==> config.mk <==
export PLATFORM = sky130hd
export DESIGN_NAME = dynamic_polling_scheduler
export DESIGN_NICKNAME = d
export VERILOG_FILES = /design/src/design/dps_pkg.sv /design/src/design/dps_flag_ram.sv /design/src/design/dps_out_fifo.sv /design/src/design/dynamic_polling_scheduler.sv
export SDC_FILE = /design/constraint.sdc
export NUM_CORES = 1
export LEC_CHECK = 0
export ABC_AREA = 1
export BUFFER_PORTS_ARGS = -buffer_cell sky130_fd_sc_hd__buf_2
export CAP_MARGIN = 10
export CORE_MARGIN = 4
export CORE_UTILIZATION = 30
export DETAILED_ROUTE_END_ITERATION = 10
export PLACE_DENSITY = 0.42
export REMOVE_ABC_BUFFERS = 1
export SLEW_MARGIN = 20
export SYNTH_ARGS = -nofsm -noshare
export SYNTH_HDL_FRONTEND = slang
export SYNTH_SLANG_ARGS = --single-unit
==> constraint.sdc <==
create_clock -name clk_i -period 7.6 [get_ports clk_i]
set_clock_uncertainty 0.15 [all_clocks]
set_input_delay 1.9 -clock clk_i [delete_from_list [all_inputs] [get_ports clk_i]]
set_output_delay 1.9 -clock clk_i [all_outputs]
set_load 0.02 [all_outputs]
==> src/design/dps_pkg.sv <==
// Package of the dynamic polling scheduler: phase, action and request
// codes and the result record. No dependencies.
`default_nettype none

package dps_pkg;

  // Request types
  localparam logic [1:0] REQ_PROCEED  = 2'd0;
  localparam logic [1:0] REQ_EMPTY    = 2'd1;
  localparam logic [1:0] REQ_SERVICED = 2'd2;

  // Actions
  localparam logic [2:0] ACT_NONE      = 3'd0;
  localparam logic [2:0] ACT_IDLE      = 3'd1;
  localparam logic [2:0] ACT_CONNECT   = 3'd2;
  localparam logic [2:0] ACT_POLL      = 3'd3;
  localparam logic [2:0] ACT_FLAG      = 3'd4;
  localparam logic [2:0] ACT_CYCLE_END = 3'd5;

  // Phases
  localparam logic [2:0] PH_START     = 3'd0;
  localparam logic [2:0] PH_CHECK     = 3'd1;
  localparam logic [2:0] PH_SWITCHING = 3'd2;
  localparam logic [2:0] PH_POLLING   = 3'd3;
  localparam logic [2:0] PH_VACATION  = 3'd4;
  localparam logic [2:0] PH_END       = 3'd5;

  localparam logic [4:0] NUM_QUEUES_RST = 5'd16;

  typedef struct packed {
    logic [2:0] action;
    logic [3:0] target_queue;
    logic       flag_value;
    logic [2:0] phase_now;
  } dps_result_t;

endpackage

`default_nettype wire

==> src/design/dps_flag_ram.sv <==
// Poll flag memory: one write port, two registered read ports.
// Port A forwards a same-cycle write; port B returns the old contents.
`default_nettype none

module dps_flag_ram #(
  parameter int DEPTH = 16,
  parameter int AW    = 4
) (
  input  logic          clk_i,
  input  logic [AW-1:0] a_addr_i,
  output logic          a_data_o,
  input  logic [AW-1:0] b_addr_i,
  output logic          b_data_o,
  input  logic          wr_en_i,
  input  logic [AW-1:0] wr_addr_i,
  input  logic          wr_data_i
);

  logic mem [DEPTH];
  logic a_data_q;
  logic b_data_q;

  always_ff @(posedge clk_i) begin
    if (wr_en_i) begin
      mem[wr_addr_i] <= wr_data_i;
    end
    if (wr_en_i && (wr_addr_i == a_addr_i)) begin
      a_data_q <= wr_data_i;
    end else begin
      a_data_q <= mem[a_addr_i];
    end
    b_data_q <= mem[b_addr_i];
  end

  assign a_data_o = a_data_q;
  assign b_data_o = b_data_q;

endmodule

`default_nettype wire

==> src/design/dps_out_fifo.sv <==
// Two-entry result buffer between the scheduler core and its consumer.
// Depends on dps_pkg for the result record.
`default_nettype none

module dps_out_fifo (
  input  logic                clk_i,
  input  logic                rst_ni,
  input  logic                push_i,
  input  dps_pkg::dps_result_t data_i,
  output logic                full_o,
  output logic                valid_o,
  input  logic                stall_i,
  output dps_pkg::dps_result_t data_o
);
  import dps_pkg::*;

  dps_result_t entry_q [2];
  logic        wr_q;
  logic        rd_q;
  logic [1:0]  cnt_q;
  logic        pop;

  assign valid_o = (cnt_q != 2'd0);
  assign full_o  = (cnt_q == 2'd2);
  assign data_o  = entry_q[rd_q];
  assign pop     = valid_o & ~stall_i;

  always_ff @(posedge clk_i) begin
    if (push_i) begin
      entry_q[wr_q] <= data_i;
    end
  end

  always_ff @(posedge clk_i or negedge rst_ni) begin
    if (!rst_ni) begin
      wr_q  <= 1'b0;
      rd_q  <= 1'b0;
      cnt_q <= 2'd0;
    end else begin
      if (push_i) begin
        wr_q <= ~wr_q;
      end
      if (pop) begin
        rd_q <= ~rd_q;
      end
      cnt_q <= cnt_q + {1'b0, push_i} - {1'b0, pop};
    end
  end

endmodule

`default_nettype wire

==> src/design/dynamic_polling_scheduler.sv <==
// Top level of the dynamic polling scheduler: phase/pointer control, flag
// memory read-modify-write, clearing pass. Uses dps_pkg, dps_flag_ram, dps_out_fifo.
//
//   Channel | Direction | Handshake              | Payload
//   --------+-----------+------------------------+-------------------------------
//   in      | input     | in_valid_i/in_stall_o  | req_type_i, queue_index_i
//   out     | output    | out_valid_o/out_stall_i| action_o, target_queue_o,
//           |           |                        | flag_value_o, phase_now_o
//   cfg     | input     | cfg_valid_i/cfg_ready_o| cfg_data_i (num_queues)
//
// One event per cycle while in_stall_o is low; its result sits in the output
// buffer in the next cycle. The flag memory is read ahead at the next pointer, so
// a check step finds its flag ready; same-address writes are forwarded into that read.
// After reset, and after each num_queues write, a pass over all min(MAX_QUEUES, 31)
// entries of the flag memory holds in_stall_o high.
// in_stall_o also rises when the two-entry output buffer is full.
`default_nettype none

module dynamic_polling_scheduler #(
  parameter int MAX_QUEUES = 16
) (
  input  logic       clk_i,
  input  logic       rst_ni,
  input  logic       in_valid_i,
  output logic       in_stall_o,
  input  logic [1:0] req_type_i,
  input  logic [3:0] queue_index_i,
  output logic       out_valid_o,
  input  logic       out_stall_i,
  output logic [2:0] action_o,
  output logic [3:0] target_queue_o,
  output logic       flag_value_o,
  output logic [2:0] phase_now_o,
  input  logic       cfg_valid_i,
  output logic       cfg_ready_o,
  input  logic [4:0] cfg_data_i
);
  import dps_pkg::*;

  // num_queues is five bits wide, so no more than 31 queues are ever live.
  localparam int EFF   = (MAX_QUEUES < 31) ? MAX_QUEUES : 31;
  localparam int PTR_W = $clog2(EFF);
  localparam int CNT_W = $clog2(EFF + 1);
  localparam int CMP_W = (CNT_W > 4) ? CNT_W : 4;

  // Configuration and control state
  logic [4:0]       num_q;
  logic [2:0]       ph_q, ph_d;
  logic [PTR_W-1:0] ptr_q, ptr_d;
  logic [CNT_W-1:0] cnt_q, cnt_d;   // cleared flags among the live queues
  logic             pol_q;          // inversion of stored flags below pol_n_q
  logic [CNT_W-1:0] pol_n_q;

  // Clearing / normalizing pass
  logic             sw_act_q;
  logic [PTR_W-1:0] sw_idx_q;
  logic             sw_dv_q;
  logic [PTR_W-1:0] sw_didx_q;
  logic             pend_q;
  logic             init_q;
  logic             sw_start;
  logic             sw_last;
  logic             sw_wdata;
  logic             busy;

  // Pending empty-report count update
  logic             rep_q;
  logic [PTR_W-1:0] rep_idx_q;
  logic             rep_old;
  logic             rep_inc;

  // Memory ports
  logic [PTR_W-1:0] b_addr;
  logic             rd_a, rd_b;
  logic             wr_en, wr_data;
  logic [PTR_W-1:0] wr_addr;

  // Step logic
  logic             acc;
  logic             cfg_we;
  logic             fifo_full;
  logic [CNT_W-1:0] n_eff;
  logic [CMP_W-1:0] n_c, ptr_c, k_c, pol_n_c, adv_src, adv_sum;
  logic             flag_a;
  logic [2:0]       act;
  logic [3:0]       tgt;
  logic             fv;
  logic             it_we, it_val, it_raw;
  logic [PTR_W-1:0] it_idx;
  logic             rearm, dec, rep_set, do_adv;
  dps_result_t      res, res_out;

  assign cfg_ready_o = 1'b1;
  assign cfg_we      = cfg_valid_i & cfg_ready_o;

  // Clamp num_queues into 1..EFF
  always_comb begin
    if (num_q == 5'd0) begin
      n_eff = CNT_W'(1);
    end else if ({1'b0, num_q} > 6'(EFF)) begin
      n_eff = CNT_W'(EFF);
    end else begin
      n_eff = CNT_W'(num_q);
    end
  end

  assign n_c     = CMP_W'(n_eff);
  assign ptr_c   = CMP_W'(ptr_q);
  assign k_c     = CMP_W'(queue_index_i);
  assign pol_n_c = CMP_W'(pol_n_q);

  assign busy       = sw_act_q | sw_dv_q | pend_q;
  assign in_stall_o = busy | fifo_full;
  assign acc        = in_valid_i & ~in_stall_o;

  // Stored bit to logical flag
  assign flag_a  = rd_a ^ (pol_q & (ptr_c < pol_n_c));
  assign rep_old = rd_b ^ (pol_q & (CMP_W'(rep_idx_q) < pol_n_c));
  assign rep_inc = rep_q & rep_old;

  // Event step
  always_comb begin
    ph_d    = ph_q;
    ptr_d   = ptr_q;
    act     = ACT_NONE;
    tgt     = 4'd0;
    fv      = 1'b0;
    it_we   = 1'b0;
    it_val  = 1'b0;
    it_idx  = ptr_q;
    rearm   = 1'b0;
    dec     = 1'b0;
    rep_set = 1'b0;
    do_adv  = 1'b0;
    adv_src = ptr_c;
    adv_sum = '0;
    if (acc) begin
      if (req_type_i == REQ_PROCEED) begin
        case (ph_q)
          PH_START: begin
            if (cnt_q == n_eff) begin
              // every live flag is clear: idle, re-arm all
              act   = ACT_IDLE;
              rearm = 1'b1;
              ph_d  = PH_VACATION;
            end else begin
              ph_d = PH_CHECK;
            end
          end
          PH_CHECK: begin
            if (ptr_c >= n_c) begin
              // pointer left behind by a smaller num_queues
              ptr_d = '0;
              ph_d  = PH_END;
            end else if (flag_a) begin
              act  = ACT_CONNECT;
              tgt  = ptr_c[3:0];
              ph_d = PH_SWITCHING;
            end else begin
              // skip this queue once and re-arm it
              it_we  = 1'b1;
              it_val = 1'b1;
              act    = ACT_FLAG;
              tgt    = ptr_c[3:0];
              fv     = 1'b1;
              dec    = 1'b1;
              do_adv = 1'b1;
            end
          end
          PH_SWITCHING: begin
            act  = ACT_POLL;
            tgt  = ptr_c[3:0];
            ph_d = PH_POLLING;
          end
          PH_VACATION, PH_END: begin
            act  = ACT_CYCLE_END;
            ph_d = PH_START;
          end
          PH_POLLING: begin
            act = ACT_NONE;
          end
          default: begin
            ph_d = PH_START;
          end
        endcase
      end else if ((req_type_i inside {REQ_EMPTY, REQ_SERVICED}) &&
                   (ph_q == PH_POLLING) && (k_c < n_c)) begin
        if (req_type_i == REQ_EMPTY) begin
          it_we   = 1'b1;
          it_val  = 1'b0;
          it_idx  = k_c[PTR_W-1:0];
          act     = ACT_FLAG;
          tgt     = queue_index_i;
          rep_set = 1'b1;
        end
        do_adv  = 1'b1;
        adv_src = k_c;
      end
    end
    if (do_adv) begin
      adv_sum = adv_src + CMP_W'(1);
      if (adv_sum == n_c) begin
        ptr_d = '0;
        ph_d  = PH_END;
      end else begin
        ptr_d = adv_sum[PTR_W-1:0];
        ph_d  = PH_CHECK;
      end
    end
  end

  assign it_raw = it_val ^ (pol_q & (CMP_W'(it_idx) < pol_n_c));

  // Pass over the memory: init writes ones, later passes fold the inversion in
  assign sw_start = pend_q & ~sw_act_q & ~sw_dv_q;
  assign sw_last  = sw_dv_q & (sw_didx_q == PTR_W'(EFF - 1));
  assign sw_wdata = init_q | (rd_b ^ (pol_q & (CMP_W'(sw_didx_q) < pol_n_c)));

  assign b_addr  = sw_act_q ? sw_idx_q : k_c[PTR_W-1:0];
  assign wr_en   = sw_dv_q | it_we;
  assign wr_addr = sw_dv_q ? sw_didx_q : it_idx;
  assign wr_data = sw_dv_q ? sw_wdata : it_raw;

  // Cleared-flag count
  always_comb begin
    if (sw_start) begin
      cnt_d = '0;
    end else if (sw_dv_q) begin
      cnt_d = cnt_q + CNT_W'(((CMP_W'(sw_didx_q) < n_c) && !sw_wdata) ? 1 : 0);
    end else if (rearm) begin
      cnt_d = '0;
    end else begin
      cnt_d = cnt_q + CNT_W'(rep_inc) - CNT_W'(dec);
    end
  end

  always_ff @(posedge clk_i or negedge rst_ni) begin
    if (!rst_ni) begin
      num_q     <= NUM_QUEUES_RST;
      ph_q      <= PH_START;
      ptr_q     <= '0;
      cnt_q     <= '0;
      pol_q     <= 1'b0;
      pol_n_q   <= '0;
      sw_act_q  <= 1'b1;
      sw_idx_q  <= '0;
      sw_dv_q   <= 1'b0;
      sw_didx_q <= '0;
      pend_q    <= 1'b0;
      init_q    <= 1'b1;
      rep_q     <= 1'b0;
    end else begin
      if (cfg_we) begin
        num_q <= cfg_data_i;
      end
      ph_q  <= ph_d;
      ptr_q <= ptr_d;
      cnt_q <= cnt_d;
      rep_q <= rep_set;

      // Hold a new pass pending until the current one drains
      if (cfg_we) begin
        pend_q <= 1'b1;
      end else if (sw_start) begin
        pend_q <= 1'b0;
      end
      if (sw_start) begin
        sw_act_q <= 1'b1;
        sw_idx_q <= '0;
      end else if (sw_act_q) begin
        sw_idx_q <= sw_idx_q + PTR_W'(1);
        if (sw_idx_q == PTR_W'(EFF - 1)) begin
          sw_act_q <= 1'b0;
        end
      end
      sw_dv_q   <= sw_act_q;
      sw_didx_q <= sw_idx_q;

      if (sw_last) begin
        pol_q   <= 1'b0;
        pol_n_q <= n_eff;
        init_q  <= 1'b0;
      end else if (rearm) begin
        pol_q <= ~pol_q;
      end
    end
  end

  always_ff @(posedge clk_i) begin
    if (rep_set) begin
      rep_idx_q <= it_idx;
    end
  end

  dps_flag_ram #(
    .DEPTH (EFF),
    .AW    (PTR_W)
  ) u_flag_ram (
    .clk_i     (clk_i),
    .a_addr_i  (ptr_d),
    .a_data_o  (rd_a),
    .b_addr_i  (b_addr),
    .b_data_o  (rd_b),
    .wr_en_i   (wr_en),
    .wr_addr_i (wr_addr),
    .wr_data_i (wr_data)
  );

  assign res.action       = act;
  assign res.target_queue = tgt;
  assign res.flag_value   = fv;
  assign res.phase_now    = ph_d;

  dps_out_fifo u_out_fifo (
    .clk_i   (clk_i),
    .rst_ni  (rst_ni),
    .push_i  (acc),
    .data_i  (res),
    .full_o  (fifo_full),
    .valid_o (out_valid_o),
    .stall_i (out_stall_i),
    .data_o  (res_out)
  );

  assign action_o       = res_out.action;
  assign target_queue_o = res_out.target_queue;
  assign flag_value_o   = res_out.flag_value;
  assign phase_now_o    = res_out.phase_now;

endmodule

`default_nettype wire

# Word level (Yosys, flattened, before mapping)
# Memories as Yosys holds them, arrays and structs flattened. A register that Yosys moved wholly into a read port is not among the register bits.
# Index checks and enable logic that the tools add are counted.
[totals] reg_bits=44 ramBits=38 out_inout_bits=14 wordCells=159 memories=2
[mem_list] memory="u_out_fifo.entry_q" depth=2 width=11 read_ports=1 rd_ports_with_merged_regs=0 write_ports=1 line_no="dps_out_fifo.sv:17" rtl="dps_result_t entry_q [2];"
[mem_list] memory="u_flag_ram.mem" depth=16 width=1 read_ports=2 rd_ports_with_merged_regs=2 write_ports=1 line_no="dps_flag_ram.sv:19" rtl="logic mem [DEPTH];"
[classes] n_addsub=7 magnitude_cmp=8 eq_ne=12 mux=74 bitwise_logic=26 reduce_logical=13
[op_table] cell="$mux 4" n=21
[op_table] cell="$mux 3" n=13
[op_table] cell="$mux 1" n=32
[op_table] cell="$lt 4x5->1" n=6
[op_table] cell="$mux 5" n=5
[op_table] cell="$pmux 3 s4" n=2
[op_table] cell="$add 5x1->5" n=2
[op_table] cell="$and 1x1->1" n=10
[op_table] cell="$eq 5x5->1" n=2
[op_table] cell="$reduce_bool 2->1" n=5
[op_table] cell="$eq 4x4->1 const B" n=2
[op_table] cell="$pmux 4 s2" n=1
[op_table] cell="$not 1->1" n=7
[op_table] cell="$eq 3x2->1 const B" n=2
[op_table] cell="$eq 3x3->1 const B" n=2
[op_table] cell="$add 5x1->5 const B" n=1
[op_table] cell="$ge 4x5->1" n=1
[op_table] cell="$gt 5x5->1 const B" n=1
[op_table] cell="$logic_not 5->1" n=1
[op_table] cell="$or 1x1->1" n=5
[op_table] cell="$sub 5x1->5" n=1
[op_table] cell="$add 4x1->4 const B" n=1
[op_table] cell="$eq 2x2->1 const B" n=2
[op_table] cell="$xor 1x1->1" n=4
[op_table] cell="9 further kinds" n=11

# Longest topological paths before layout
# Gate-level depths: netlist (run 1).
[logic_depth] word_depth=12 depth_mapped=23

# Hierarchy
# From an unflattened synthesis (run 1), not the netlist that was laid out.
[unflattened] cells_unflattened=670 area_unflattened_um2=5415.2
[by_module_without_submodules] module="dynamic_polling_scheduler" n_inst=1 cells_per_inst=446 area_per_inst_um2=3291.9 seq_area_each_um2=1024.7
[by_module_without_submodules] module="dps_flag_ram" n_inst=1 cells_per_inst=136 area_per_inst_um2=1093.5 seq_area_each_um2=580.6
[by_module_without_submodules] module="dps_out_fifo" n_inst=1 cells_per_inst=88 area_per_inst_um2=1029.7 seq_area_each_um2=760.7

# Worst setup path after synthesis (run 1)
# No wires, ideal clock.
[synth_timing] path_type="input-to-reg" from="input port req_type_i[1]" to="register cnt_q[4]" setup_ns=0.120 arrival_ns=4.291 required_time_ns=7.330 setup_slack_ns=3.039 cell_stages=16 path_buffers=0 path_cell_list="inv_1 > ha_1 > inv_1 > nor2_2 > nand4_1 > inv_1 > ha_1 > inv_1 > ha_1 > inv_1 > fa_1 > o21ai_0 > xor2_1 > nor2_1 > o21ai_0 > nor2_1"
[synth_between] elab_chain_cells=7 word_cells_on_any_way=9
[synth_lines] item="start, declared" line_no="dynamic_polling_scheduler.sv:26" rtl="input logic [1:0] req_type_i,"
[synth_lines] item="$logic_not 2->1" line_no="dynamic_polling_scheduler.sv:138" rtl="if (req_type_i == REQ_PROCEED) begin"
[synth_lines] item="$mux 1" line_no="dynamic_polling_scheduler.sv:138"
[synth_lines] item="$mux 1" line_no="dynamic_polling_scheduler.sv:137" rtl="if (acc) begin"
[synth_lines] item="named net dec" line_no="dynamic_polling_scheduler.sv:90" rtl="logic rearm, dec, rep_set, do_adv;"
[synth_lines] item="$sub 5x1->5" line_no="dynamic_polling_scheduler.sv:233" rtl="cnt_d = cnt_q + CNT_W'(rep_inc) - CNT_W'(dec);"
[synth_lines] item="$mux 5" line_no="dynamic_polling_scheduler.sv:230" rtl="end else if (rearm) begin"
[synth_lines] item="$mux 5" line_no="dynamic_polling_scheduler.sv:228" rtl="end else if (sw_dv_q) begin"
[synth_lines] item="$mux 5" line_no="dynamic_polling_scheduler.sv:226" rtl="if (sw_start) begin"
[synth_lines] item="named net cnt_d[4]" line_no="dynamic_polling_scheduler.sv:50" rtl="logic [CNT_W-1:0] cnt_q, cnt_d;"
[synth_lines] item="end signal, assigned" line_no="dynamic_polling_scheduler.sv:258" rtl="cnt_q <= cnt_d;"
[synth_lines] item="end, declared" line_no="dynamic_polling_scheduler.sv:50"
# The timed path passes the listed nets, and every way through them passes these cells.
# A chain may end at the register's enable or synchronous reset.

# Worst setup path after layout (run 1)
# Ends and elaborated chain as after synthesis.

==> results of run 1 <==
[cells in the mapped netlist, types with 2 or more instances]
cell type / n / share of area [%]
buf_6: 2 / 0.43
o21ai_1: 5 / 0.48
dfxtp_1: 5 / 1.9
o31ai_1: 2 / 0.29
dfrtp_1: 37 / 18
nand2_1: 162 / 12
nand3b_1: 2 / 0.29
o211a_1: 3 / 0.57
o21bai_1: 2 / 0.29
nor2_4: 2 / 0.43
a211oi_1: 2 / 0.29
o21ai_0: 44 / 4.2
nand4_4: 2 / 0.81
ha_1: 37 / 8.8
inv_2: 3 / 0.21
edfxtp_1: 42 / 24
a21oi_1: 32 / 3.0
xnor2_1: 3 / 0.50
a21oi_2: 2 / 0.33
o211ai_1: 10 / 1.4
xor2_1: 8 / 1.3
inv_1: 94 / 6.7
nor2_2: 3 / 0.36
a21boi_0: 2 / 0.29
nand4_1: 12 / 1.4
nor2_1: 49 / 3.5
dfstp_2: 3 / 1.5
clkbuf_1: 6 / 0.43
buf_4: 2 / 0.29
nand3_1: 37 / 3.5
nand2_2: 6 / 0.71
[per-stage QoR]
stage / cell area, um2 / hold slack [ns]
finish: 5920 / 0.281
global route: 5920 / 0.300
CTS: 5920 / 0.278
detailed placement: 5610 / 0.262
global placement: 5610 / 0.257
floorplan: 5190 / 0.224
[power breakdown]
part / internal (mW) / switching, mW / total, mW
logic: 0.235 / 0.435 / 0.670
clock network: 0.259 / 0.196 / 0.455
registers: 0.599 / 0.105 / 0.704
total: 1.09 / 0.737 / 1.83
[final cells by class]
| cell class | instances | area [um2] |
|---|---|---|
| inverters | 98 | 368 |
| flip-flops and latches | 87 | 2370 |
| repair buffers | 28 | 143 |
| multi-input cells | 439 | 2460 |
| fillers | 1820 | 11300 |
| clock buffers | 9 | 225 |
| well taps | 225 | 282 |
| clock inverters | 7 | 81.3 |
[kinds of logic (layout without fill, tap and decap cells)]
family	after synthesis	count (layout)	synth area share (%)
DFF	87	87	45.0
AOI/OAI and AO/OA	108	108	11.8
adders and majority gates	38	38	9.19
xor gates and xnor gates	11	11	1.83
buffers and inverters	108	142	8.15
other	1	1	0.0714
and+or+nand+nor	281	281	23.9
[routing by layer]
| layer | wire length (um) | vias up | part of all wire [%] | track usage, % |
|---|---|---|---|---|
| met2 | 6450 | 66 | 46 | 23.7 |
| li1 | - | 2143 | - | - |
| met1 | 6730 | 1982 | 49 | 19.5 |
| met4 | 336 | 0 | 2.4 | 5.00 |
| met5 | 0 | - | 0 | 0 |
| met3 | 357 | 17 | 2.6 | 2.49 |
[state kept, by name, summed over array words and instances, names as in the netlist, named ones only]
register / count
num_q: 5
cnt_q: 5
sw_dv_q: 1
rep_idx_q: 4
ptr_q: 4
sw_didx_q: 4
u_out_fifo.entry_q: 22
rep_q: 1
u_out_fifo.wr_q: 1
init_q: 1
sw_idx_q: 4
pol_q: 1
u_flag_ram.mem: 16
ph_q: 3
sw_act_q: 1
u_out_fifo.rd_q: 1
pol_n_c: 5
u_out_fifo.cnt_q: 2
pend_q: 1
u_flag_ram.b_data_o: 1
[path summary, 6_finish.rpt]
kind | start | to | cells past startpoint
setup / recovery | req_type_i[1] | cnt_q[4]$_DFF_PN0_ | 17
hold / removal | sw_idx_q[3]$_DFFE_PN0P_ | sw_didx_q[3]$_DFF_PN0_ | 0
setup reg to reg | num_q[4]$_DFFE_PN1P_ | u_flag_ram.mem[11]$_DFFE_PP_ | 19
hold reg to reg | sw_idx_q[3]$_DFFE_PN0P_ | sw_didx_q[3]$_DFF_PN0_ | 0
max in group asynchronous | rst_ni | u_out_fifo.rd_q$_DFFE_PN0P_ | 1
min in group asynchronous | rst_ni | sw_idx_q[1]$_DFFE_PN0P_ | 1
==> results.yml, run 1 <==
status:
  status: "finished clean"
critical_path:
  cp.arrival_ns: 4.82
  critPathLaunchType: "input pin"
  cp_slowest_cell: "fa_1"
  path_max_fanout: 9
  critPathMaxStageDelay_ns: 0.39
  path_cells: "buf_2 > inv_1 > ha_1 > inv_1 > nor2_2 > nand4_1 > inv_1 > ha_1 > inv_1 > ha_1 > inv_1 > fa_1 > o21ai_0 > xor2_1 > nor2_1 > o21ai_0 > nor2_1"
  crit_path_frequent_cell: "inv_1"
  crit_required_ns: 7.69
  critical-path-top-delay-family: "adder cells"
  cp_num_buf_inv: 6
  cp-end-kind: "flip-flop"
  r2r_setup_slack_ns: 3.59
  path_class: "input pin to flip-flop"
floorplanning:
  io_pins: 30
  die_y_um: 140
  row_count: 48
  die-area_um2: 19700
  dieWidth_um: 140
  start_util_pct: 30.5
  core_um2: 17200
place:
  pre_cts_ws_ns: 2.52
  gp_congestion: 0.838
  dp_hpwl_um: 10800
  io_buffers: 28
  place_inst: 877
logic_synthesis:
  synthCells: 634
  yosysSeqAreaShare_pct: 45.0
  yosysWarningCount: 0
  synth_async_sr_flop_share_pct: 46.0
  synth_edf_count: 42
  syn_avg_cell_area_um2: 8.28
  ys_types: 44
  ys_seq_elements: 87
  synth_flop_cell: "edfxtp_1"
  synth_area_um2: 5250
worst_hold_path:
  hold_class: "flip-flop to flip-flop"
job:
  max-cap-violations: 0
power_and_ir_drop:
  p_leak_nw: 2.79
  power_mw: 1.83
  vdd_drop_max_uv: 147
  pwr_density_cell_nw_per_um2: 309
finish:
  area_growth_pct: 12.8
  layout_commonest_cell: "nand2_1"
  final_cells: 893
  fin_nets: 717
  final_util_pct: 34.4
  drive_above_1_share_pct: 10.5
  mostFrequentLayoutCells: "nand2_1 (162), inv_1 (94), nor2_1 (49)"
  n_antenna_cell: 0
timing:
  finalMaxSlewViolations: 0
  tightest_slew_ns: 1.02
  period_needed_ns: 4.73
  fmax_mhz: 211
  finalSetupTns_ns: 0
  final-setup-viol-count: 0
  slew_headroom_pct: 31.8
  rsz0062_at_grt: "false"
  worst_slack_ns: 2.87
  post-route-period-util_pct: 62.3
  hold_viol: 0
global_route:
  grt.total_usage_pct: 14.5
  grt_max_degree: 41
  grt_pass1_vias: 4272
  antenna_found_initial: 0
  overflow: 0
  grt_pass1_wl_um: 22600
clock_network:
  ctsRootBufferMaster: "clkbuf_16"
  cts_hold_buffers: 0
  postCtsSetupRepairBufs: 0
  clockBufferDepth: 2
  clock_sinks: 87
  clkLatencyLatePin_ns: 0.35
  cts_buffers: 9
  clkTransAtPathRegs_ns: 0.07
  cts_tree: "built"
  cts_resized: 0
  cts_max_level: 3
drt:
  drt_iter0_drc: 374
  drtPass1Iterations: 5
  drc_errors: 0
  ant_nets: 0
  vias_per_cell: 4.71
  totalWireLength_um: 13900
  avgRoutedWirePerCell_um: 15.5
  vias: 4208
Note: power is estimated with default switching activity, not from simulation.
==> inputs of run 2 (changes only) <==
--- a/config.mk
+++ b/config.mk
@@ -5,13 +5,13 @@
 export SDC_FILE = /design/constraint.sdc
 export NUM_CORES = 1
 export LEC_CHECK = 0
-export ABC_AREA = 1
+export ABC_AREA = 0
 export BUFFER_PORTS_ARGS = -buffer_cell sky130_fd_sc_hd__buf_2
 export CAP_MARGIN = 10
 export CORE_MARGIN = 4
 export CORE_UTILIZATION = 30
 export DETAILED_ROUTE_END_ITERATION = 10
-export PLACE_DENSITY = 0.42
+export PLACE_DENSITY = 0.44
 export REMOVE_ABC_BUFFERS = 1
 export SLEW_MARGIN = 20
 export SYNTH_ARGS = -nofsm -noshare
==> constraint.sdc (replaced) <==
create_clock -name clk_i -period 4 [get_ports clk_i]
set_clock_uncertainty 0.15 [all_clocks]
set_input_delay 1 -clock clk_i [delete_from_list [all_inputs] [get_ports clk_i]]
set_output_delay 1 -clock clk_i [all_outputs]
set_load 0.02 [all_outputs]
==> results.yml, run 2 <==
global_route:
  grt_pass1_vias: 3907
  overflow: 0
  grt.total_usage_pct: 14.5
  antenna_found_initial: 0
  grt_pass1_wl_um: 21700
  grt_max_degree: 41
drt:
  vias: 3789
  totalWireLength_um: 13700
  drt_iter0_drc: 258
  ant_nets: 0
  drtPass1Iterations: 4
  avgRoutedWirePerCell_um: 17.4
  drc_errors: 0
  vias_per_cell: 4.80
floorplanning:
  start_util_pct: 30.8
  row_count: 47
  io_pins: 30
  die_y_um: 139
  die-area_um2: 19300
  core_um2: 16700
  dieWidth_um: 139
logic_synthesis:
  ys_types: 61
  yosysMostFrequentCell: "edfxtp_1"
  synth_common_cells: "edfxtp_1 (42), dfrtp_1 (37), ha_1 (37), nor2_1 (36), nand2_1 (35)"
  yosysWarningCount: 0
  yosysSeqAreaShare_pct: 46.0
  synth_edf_count: 42
  ys_seq_elements: 87
  synth_area_um2: 5140
  synth_top_area_share_pct: 24.5
  syn_avg_cell_area_um2: 11.1
  synthCells: 462
  synth.area.top_cells: "edfxtp_1 (25%), dfrtp_1 (18%), ha_1 (9.0%)"
  synth_async_sr_flop_share_pct: 46.0
  synth_flop_cell: "edfxtp_1"
  synth_area_leader_cell: "edfxtp_1"
critical_path:
  path_class: "flip-flop to flip-flop"
  critPathMaxStageDelay_ns: 0.38
  cp_slowest_cell: "dfrtp_1"
  critPathLaunchType: "flip-flop"
  path_cells: "nor3_2 > o21bai_2 > inv_2 > ha_4 > nand2b_4 > a211o_1 > o211ai_1 > a21oi_2 > nand3b_1 > nor4_2 > buf_4 > ha_4 > inv_4 > ha_4 > inv_2 > fa_2 > inv_2 > a21o_1 > a21oi_2 > xnor2_2 > o311a_1 > nor3_2"
  cp-end-kind: "flip-flop"
  cp.arrival_ns: 4.11
  crit_required_ns: 4.12
  path_max_fanout: 2
finish:
  regMostFlops: "u_out_fifo.entry_q"
  drive_above_1_share_pct: 34.2
  mostFrequentLayoutCells: "buf_4 (76), edfxtp_1 (42), dfrtp_1 (37)"
  final_cell_area_um2: 6540
  area_growth_pct: 27.2
  reg.largest.list: "u_out_fifo.entry_q (22), u_flag_ram.mem (16)"
  largest_register_ffs: 22
  fin_nets: 619
  final_cells: 790
  layout_commonest_cell: "buf_4"
  n_antenna_cell: 0
  final_util_pct: 39.2
clock_network:
  cts_tree: "built"
  cts_max_level: 3
  ctsRootBufferMaster: "clkbuf_16"
  clkTransAtPathRegs_ns: 0.06
  clkLatencyLatePin_ns: 0.35
  cts_buffers: 9
  cts_hold_buffers: 0
  clockBufferDepth: 2
  clock_sinks: 87
place:
  dp_hpwl_um: 10700
  place_inst: 760
  pre_cts_ws_ns: -0.344
  io_buffers: 28
  dpl_cell_area_um2: 5960
  gp_congestion: 0.857
power_and_ir_drop:
  p_leak_nw: 2.74
  vdd_drop_max_uv: 226
  power_mw: 3.55
  pwr_density_cell_nw_per_um2: 543
timing:
  fmax_mhz: 251
  period_needed_ns: 3.99
  worst_slack_ns: 0.00821
  timing.hold.ws_ns: 0.333
  post-route-period-util_pct: 99.8
  finalSetupTns_ns: 0
  finalMaxSlewViolations: 0
  slew_headroom_pct: 27.6
  hold_viol: 0
  final-setup-viol-count: 0
  rsz0062_at_grt: "true"
  tightest_slew_ns: 1.08
status:
  status: "finished clean"
job:
  max-cap-violations: 0
worst_hold_path:
  hold_class: "flip-flop to flip-flop"
-- run 2: cell types whose count changed after synthesis, moves of 13 or more --
cell      delta
a21oi_1     -15
inv_1       -65
mux2_2      +22
mux2i_1     +14
nand2_1    -127
nand2b_1    +13
nand3_1     -24
nor2_1      -13
o21ai_0     -20
xnor2_1     +14
-- run 2: worst paths after layout --
check	from	end	cells after the start	slack, ns
min in group asynchronous	rst_ni	ph_q[2]$_DFF_PN0_	1	0.49
setup / recovery	num_q[3]$_DFFE_PN0P_	cnt_q[4]$_DFF_PN0_	22	0.008
hold / removal	pol_n_c[3]$_DFFE_PN0P_	pol_n_c[3]$_DFFE_PN0P_	2	0.33
setup reg to reg	num_q[3]$_DFFE_PN0P_	cnt_q[4]$_DFF_PN0_	22	0.008
hold reg to reg	pol_n_c[3]$_DFFE_PN0P_	pol_n_c[3]$_DFFE_PN0P_	2	0.33
max in group asynchronous	rst_ni	num_q[4]$_DFFE_PN1P_	1	2.82
-- run 2: cells by family (layout without fill, tap and decap cells) --
group | Yosys count | in the layout | synth area share [%]
AO/OA/AOI/OAI | 85 | 85 | 11.1
XOR/XNOR | 25 | 25 | 4.26
adder cells (fa/ha/maj) | 38 | 38 | 9.39
buffers and inverters | 43 | 151 | 3.43
flip-flops | 87 | 87 | 46.0
multiplexers | 44 | 44 | 11.0
other | 1 | 1 | 0.0729
AND/OR/NAND/NOR | 139 | 139 | 14.6
-- run 2: final cells by class --
class / instances / area (um2)
clock inverter: 4 / 18.8
tap: 220 / 275
fill: 1676 / 10200
sequential: 87 / 2370
timing repair buffer: 104 / 727
multi-input combinational: 332 / 2770
clock buffer: 12 / 268
inverter: 31 / 119
-- run 2: timing repair --
item / in CTS / in global routing
setup endpoints to repair: 28 / 42
setup buffers: 4 / 10
resized for setup: 12 / 29
pin swaps: 4 / 22
-- run 2: worst max-delay path: cells and delay by family, from the launching register on --
family	cells	cell delay [ns]
simple gates	5	0.91
xor+xnor	1	0.14
fa+ha+maj	4	0.86
flops	1	0.38
compound gates	7	1.07
buf+inv	5	0.39
-- run 2: metal layers --
layer / global-route usage (%) / wire length (um) / up-vias
li1: - / - / 1883
met1: 18.5 / 6200 / 1833
met2: 25.0 / 6840 / 57
met3: 2.10 / 419 / 16
met4: 5.56 / 276 / 0
met5: 0 / 0 / -
-- run 2: report_power, final --
part           internal (mW)  switching [mW]  total, mW
logic                  0.669           0.737       1.41
clock network          0.470           0.337      0.807
registers               1.14           0.200       1.34
total                   2.28            1.27       3.55
